$ cat src/design/aarm_pkg.sv
package aarm_pkg;

  // field widths
  localparam int AxW  = 16;                 // axis and angle, Q1.14 / Q3.13
  localparam int OutW = 16;                 // matrix entries, Q1.14
  localparam int CordW = 20;                // CORDIC x, y, z in Q.16
  localparam int ScW  = 17;                 // sin and (1 - cos) in Q2.14
  localparam int PrW  = 2 * AxW;            // axis products, Q2.28
  localparam int KkW  = PrW + 1;            // K*K diagonal needs one more bit
  localparam int AccW = 50;                 // Q.42 entry sum

  // CORDIC pipeline shape
  localparam int CordicSteps   = 16;
  localparam int StepsPerStage = 2;
  localparam int CordicStages  = CordicSteps / StepsPerStage;
  localparam int StepIdxW      = $clog2(CordicSteps);
  // fold register + iteration stages + sin/cos register
  localparam int CordicLat     = CordicStages + 2;
  // axis side: product register and K*K register come first
  localparam int AxisDelay     = CordicLat - 2;
  localparam int MatLat        = 3;

  localparam logic signed [CordW-1:0] QPi     = 20'sd205887;
  localparam logic signed [CordW-1:0] QHalfPi = 20'sd102944;
  localparam logic signed [CordW-1:0] CordGain = 20'sd39797;
  localparam logic signed [ScW-1:0]   QOne14  = 17'sd16384;

  localparam logic signed [CordW-1:0] AtanTab [CordicSteps] = '{
    20'sd51472, 20'sd30386, 20'sd16055, 20'sd8150, 20'sd4091, 20'sd2047,
    20'sd1024,  20'sd512,   20'sd256,   20'sd128,  20'sd64,   20'sd32,
    20'sd16,    20'sd8,     20'sd4,     20'sd2
  };

  typedef struct packed {
    logic signed [AxW-1:0] axis_x;
    logic signed [AxW-1:0] axis_y;
    logic signed [AxW-1:0] axis_z;
    logic signed [AxW-1:0] angle;
  } in_word_t;

  typedef struct packed {
    logic signed [OutW-1:0] r_row0_col0;
    logic signed [OutW-1:0] r_row0_col1;
    logic signed [OutW-1:0] r_row0_col2;
    logic signed [OutW-1:0] r_row1_col0;
    logic signed [OutW-1:0] r_row1_col1;
    logic signed [OutW-1:0] r_row1_col2;
    logic signed [OutW-1:0] r_row2_col0;
    logic signed [OutW-1:0] r_row2_col1;
    logic signed [OutW-1:0] r_row2_col2;
  } out_word_t;

  typedef struct packed {
    logic signed [AxW-1:0] x;
    logic signed [AxW-1:0] y;
    logic signed [AxW-1:0] z;
  } axis_t;

  // unique K*K entries (matrix is symmetric)
  typedef struct packed {
    logic signed [KkW-1:0] d0;
    logic signed [KkW-1:0] d1;
    logic signed [KkW-1:0] d2;
    logic signed [KkW-1:0] o01;
    logic signed [KkW-1:0] o02;
    logic signed [KkW-1:0] o12;
  } kk_t;

  typedef struct packed {
    logic signed [CordW-1:0] x;
    logic signed [CordW-1:0] y;
    logic signed [CordW-1:0] z;
  } cordic_t;

  function automatic cordic_t cordic_step(cordic_t a, logic [StepIdxW-1:0] idx);
    cordic_t b;
    logic signed [CordW-1:0] dx;
    logic signed [CordW-1:0] dy;
    dx = $signed(a.y) >>> idx;
    dy = $signed(a.x) >>> idx;
    if (!a.z[CordW-1]) begin
      b.x = a.x - dx;
      b.y = a.y + dy;
      b.z = a.z - AtanTab[idx];
    end else begin
      b.x = a.x + dx;
      b.y = a.y - dy;
      b.z = a.z + AtanTab[idx];
    end
    return b;
  endfunction

  // StepsPerStage dependent iterations starting at step 'base'
  function automatic cordic_t cordic_span(cordic_t a, int base);
    cordic_t b;
    b = a;
    for (int k = 0; k < StepsPerStage; k++) begin
      b = cordic_step(b, StepIdxW'(base + k));
    end
    return b;
  endfunction

endpackage

$ cat src/design/aarm_cordic.sv
module aarm_cordic import aarm_pkg::*; (
  input  logic                  clk,
  input  logic                  rst_n,
  input  logic                  en,
  input  logic                  in_vld,
  input  logic signed [AxW-1:0] in_angle,
  output logic                  out_vld,
  output logic signed [ScW-1:0] sin_q,
  output logic signed [ScW-1:0] omc_q
);

  logic                    vld_r  [CordicLat];
  cordic_t                 st_r   [CordicStages+1];
  cordic_t                 st_nxt [1:CordicStages];
  cordic_t                 fold_nxt;
  logic                    flip_r [CordicStages+1];
  logic                    flip_nxt;
  logic signed [ScW-1:0]   sin_r, sin_nxt;
  logic signed [ScW-1:0]   omc_r, omc_nxt;

  // quadrant fold into [-pi/2, pi/2]
  logic signed [CordW-1:0] ang_q16;
  assign ang_q16 = {{(CordW-AxW-3){in_angle[AxW-1]}}, in_angle, 3'b000};

  always_comb begin
    fold_nxt.x = CordGain;
    fold_nxt.y = '0;
    fold_nxt.z = ang_q16;
    flip_nxt   = 1'b0;
    if (ang_q16 > QHalfPi) begin
      fold_nxt.z = QPi - ang_q16;
      flip_nxt   = 1'b1;
    end else if (ang_q16 < -QHalfPi) begin
      fold_nxt.z = -QPi - ang_q16;
      flip_nxt   = 1'b1;
    end
  end

  for (genvar g = 1; g <= CordicStages; g++) begin : g_stage
    assign st_nxt[g] = cordic_span(st_r[g-1], (g - 1) * StepsPerStage);
  end

  // round to Q1.14; cos changes sign after a fold
  logic signed [CordW-1:0] ys, xs;
  logic signed [ScW-1:0]   cos_q;
  assign ys = st_r[CordicStages].y + CordW'(2);
  assign xs = st_r[CordicStages].x + CordW'(2);
  assign sin_nxt = ys[ScW+1:2];
  assign cos_q   = xs[ScW+1:2];
  assign omc_nxt = flip_r[CordicStages] ? (QOne14 + cos_q) : (QOne14 - cos_q);

  always_ff @(posedge clk) begin
    if (!rst_n) begin
      for (int i = 0; i < CordicLat; i++) vld_r[i] <= 1'b0;
    end else if (en) begin
      vld_r[0] <= in_vld;
      for (int i = 1; i < CordicLat; i++) vld_r[i] <= vld_r[i-1];
    end
  end

  always_ff @(posedge clk) begin
    if (en) begin
      flip_r[0] <= flip_nxt;
      st_r[0]   <= fold_nxt;
      for (int i = 1; i <= CordicStages; i++) st_r[i] <= st_nxt[i];
      for (int i = 1; i <= CordicStages; i++) flip_r[i] <= flip_r[i-1];
      sin_r <= sin_nxt;
      omc_r <= omc_nxt;
    end
  end

  assign out_vld = vld_r[CordicLat-1];
  assign sin_q   = sin_r;
  assign omc_q   = omc_r;

endmodule

$ cat config.mk
export PLATFORM = sky130hd
export DESIGN_NAME = aarm_cordic
export DESIGN_NICKNAME = d
export VERILOG_FILES = /design/src/design/aarm_pkg.sv /design/src/design/aarm_cordic.sv
export SDC_FILE = /design/constraint.sdc
export NUM_CORES = 2
export LEC_CHECK = 0
export BUFFER_PORTS_ARGS = -buffer_cell sky130_fd_sc_hd__buf_2
export CAP_MARGIN = 0
export CORE_UTILIZATION = 60
export DETAILED_ROUTE_END_ITERATION = 12
export MAX_ROUTING_LAYER = met4
export PLACE_DENSITY = 0.89
export SLEW_MARGIN = 20
export SYNTH_ARGS = -nofsm -noshare
export SYNTH_HDL_FRONTEND = slang
export SYNTH_SLANG_ARGS = --single-unit
$ cat constraint.sdc
create_clock -name clk -period 6.7 [get_ports clk]
set_input_delay 0.335 -clock clk [delete_from_list [all_inputs] [get_ports clk]]
set_output_delay 0.335 -clock clk [all_outputs]
set_load 0.05 [all_outputs]
==> flow_summary.ini <==
[run_status]
outcome = finished clean

[cells_and_area]
stdcell_area_um2 = 63200
final_cell_mix = 808 x ha_1, 593 x xnor2_1, 577 x a21oi_1
nets = 7665
final_cells = 8094
final_common_cell = ha_1
drive_gt1_frac = 0.100
syn2layout_area_growth_pct = 11.7
num-fill-cells = 7142

[flow_run]
maxCapViolations = 0

[routing]
avgViaCountPerCell = 6.19
drt_wl_total_um = 149000
drtIter0Drc = 4530
via_count = 50079
drc = 0
drtAntennaViolNets = 0
wire_per_inst_um = 18.4
drtPass1Iterations = 8

[clock_network]
cts_max_path_buffers = 3
root_buffer = clkbuf_16
h-tree-depth = 2
cts.sink_count = 491
cts_tree = done
clock_latency_ns = 0.68
cts_made_buffers = 59
clk_pin_slew_ns = 0.06

[yosys]
yosys_warnings = 0
synth.top_cell.area_share = 0.256
ys.flop_type = edfxtp_1
async_flop_share = 0
yosysSeqAreaShare = 0.259
yosysUniqueCellTypes = 87
yosys-top-cells-area = edfxtp_1 26%, ha_1 18%, xnor2_1 9.3%
syn-num-nets = 7345
syn_area_um2 = 56600
ys_ff_latch = 491
syn_inst = 6468
synth_area_leader_cell = edfxtp_1
synth_enable_flop_cells = 482
postSynthAreaPerCell_um2 = 8.75

[floorplan]
core_um2 = 93300
die_x_um = 309
rows = 112
dieArea_um2 = 95500
chipHeight_um = 309
io_pins = 55
start_util = 0.606

[sta]
rsz0062_at_grt = true
layout_min_cycle_time_ns = 6.55
min_period_over_period = 0.978
worst_slew_pin_slew_ns = 0.971
drv_slew = 0
clock_skew_ns = 0.0466
setup-violations-final = 0
max_slew_margin = 0.353
hold_viol = 0
setup_ws_ns = 0.146
clock.fmax_mhz = 153

[critical_path]
critPathLaunch = st_r[0][417]
worstPathArrival_ns = 6.97
critPathKind = reg -> reg
cp-start-kind = flop
crit_required_ns = 7.12
reg2reg_from = st_r[0][417]
crit_fanout = 5
endpoint_kind = flop

[worst_hold_path]
hp-start = in_angle[1]
hold_path_class = in -> reg

[grt]
grt_first_pass_wirelength_um = 235000
first_global_vias = 47339
grt_antenna_before_repair = 2
track_usage = 0.309
grt-ovfl-total = 0
grt_start_max_net_pins = 185

[placed_design]
place_hpwl_um = 116000
dp_slack_ns = -0.156
place.gp.congestion = 0.986
dp_cells = 7910
placedInstanceArea_um2 = 59900
portBuffers = 54
[worst max-delay path, stage by stage (launching register included)]
cell,delay [ns]
edfxtp_1,0.39
or3_4,0.41
or4_4,0.50
buf_4,0.16
a21oi_1,0.14
ha_1,0.32
a21o_1,0.20
a21oi_1,0.38
nor2_1,0.11
a311oi_1,0.27
o311ai_1,0.19
or4_1,0.55
or3_4,0.36
nand2b_4,0.16
ha_4,0.25
a21oi_2,0.14
ha_1,0.27
a21o_1,0.18
o2111ai_1,0.18
nand3_1,0.12
o41a_1,0.41
a41o_1,0.21
o41ai_2,0.31
xnor2_1,0.10
[cells by family after synthesis]
group / count (synthesis) / share of synthesized area
DFF: 491 / 0.259
and+or+nand+nor: 1755 / 0.150
muxes: 59 / 0.0110
adders and majority gates: 857 / 0.195
buffers and inverters: 520 / 0.0345
other: 1 / 0.0000663
xor gates and xnor gates: 895 / 0.139
AOI/OAI and AO/OA: 1890 / 0.212
[final timing paths]
path | to | slack, ns | depth (start not counted)
max | st_r[0][478] | 0.15 | 23
min | st_r[0][4] | 0.06 | 3
max reg2reg | st_r[0][478] | 0.15 | 23
min reg2reg | st_r[0][304] | 0.42 | 0
[routing by layer]
layer | GRT usage | wire (µm)
met4 | 0.112 | 5230
met5 | - | 0
met2 | 0.512 | 70700
met3 | 0.0335 | 9730
met1 | 0.389 | 63500
[synthesized netlist by cell type (48+ instances only)]
master    count
inv_1       425
ha_1        817
a31oi_1      86
clkbuf_1     77
nor3_1      174
a211oi_1     56
edfxtp_1    482
a21o_1      214
nand2_1     373
xnor2_1     601
and3_1       53
a21oi_1     591
a21boi_0     48
nor2b_1     108
nand2b_1     92
o21bai_1     62
o21ai_0     400
or3_1        53
xor2_1      293
o21a_1      104
nor2_1      544
nand3_1     120
[cell type report]
class                   instances  area, µm²  area share
diodes                          2       5.00   0.0000792
clock buffers                  73       1580      0.0250
clock inverters                38        308     0.00487
inverters                     427       1610      0.0254
multi-input cells            5457      40900       0.647
flip-flops and latches        491      14700       0.232
well taps                    1254       1570      0.0248
repair buffers                352       2570      0.0407
[per-stage QoR]
stage,hold WS (ns),TNS [ns],util
2_1_floorplan,0.400,0,-
4_1_cts,0.0222,0,0.662
6_report,0.0606,0,0.677
5_1_grt,0.0720,-0.718,0.677
3_3_place_gp,0.402,0,0.641
3_5_place_dp,0.406,-0.156,0.641
[sequential cells by signal, indices dropped and copies added, names as in the netlist]
| signal | flops |
|---|---|
| flip_r | 8 |
| omc_q | 17 |
| sin_q | 17 |
| st_r | 439 |
| vld_r | 10 |
[repair_timing]
item	in CTS	in global routing
resized for setup	6	189
hold buffers	3	0
pin swaps	0	72
endpoints found under the hold margin	9	0
buffers inserted	0	68
setup endpoints to repair	4	63
Power is not shown: default switching activity piles up to over one toggle a cycle in this logic, so the estimate is an artifact.
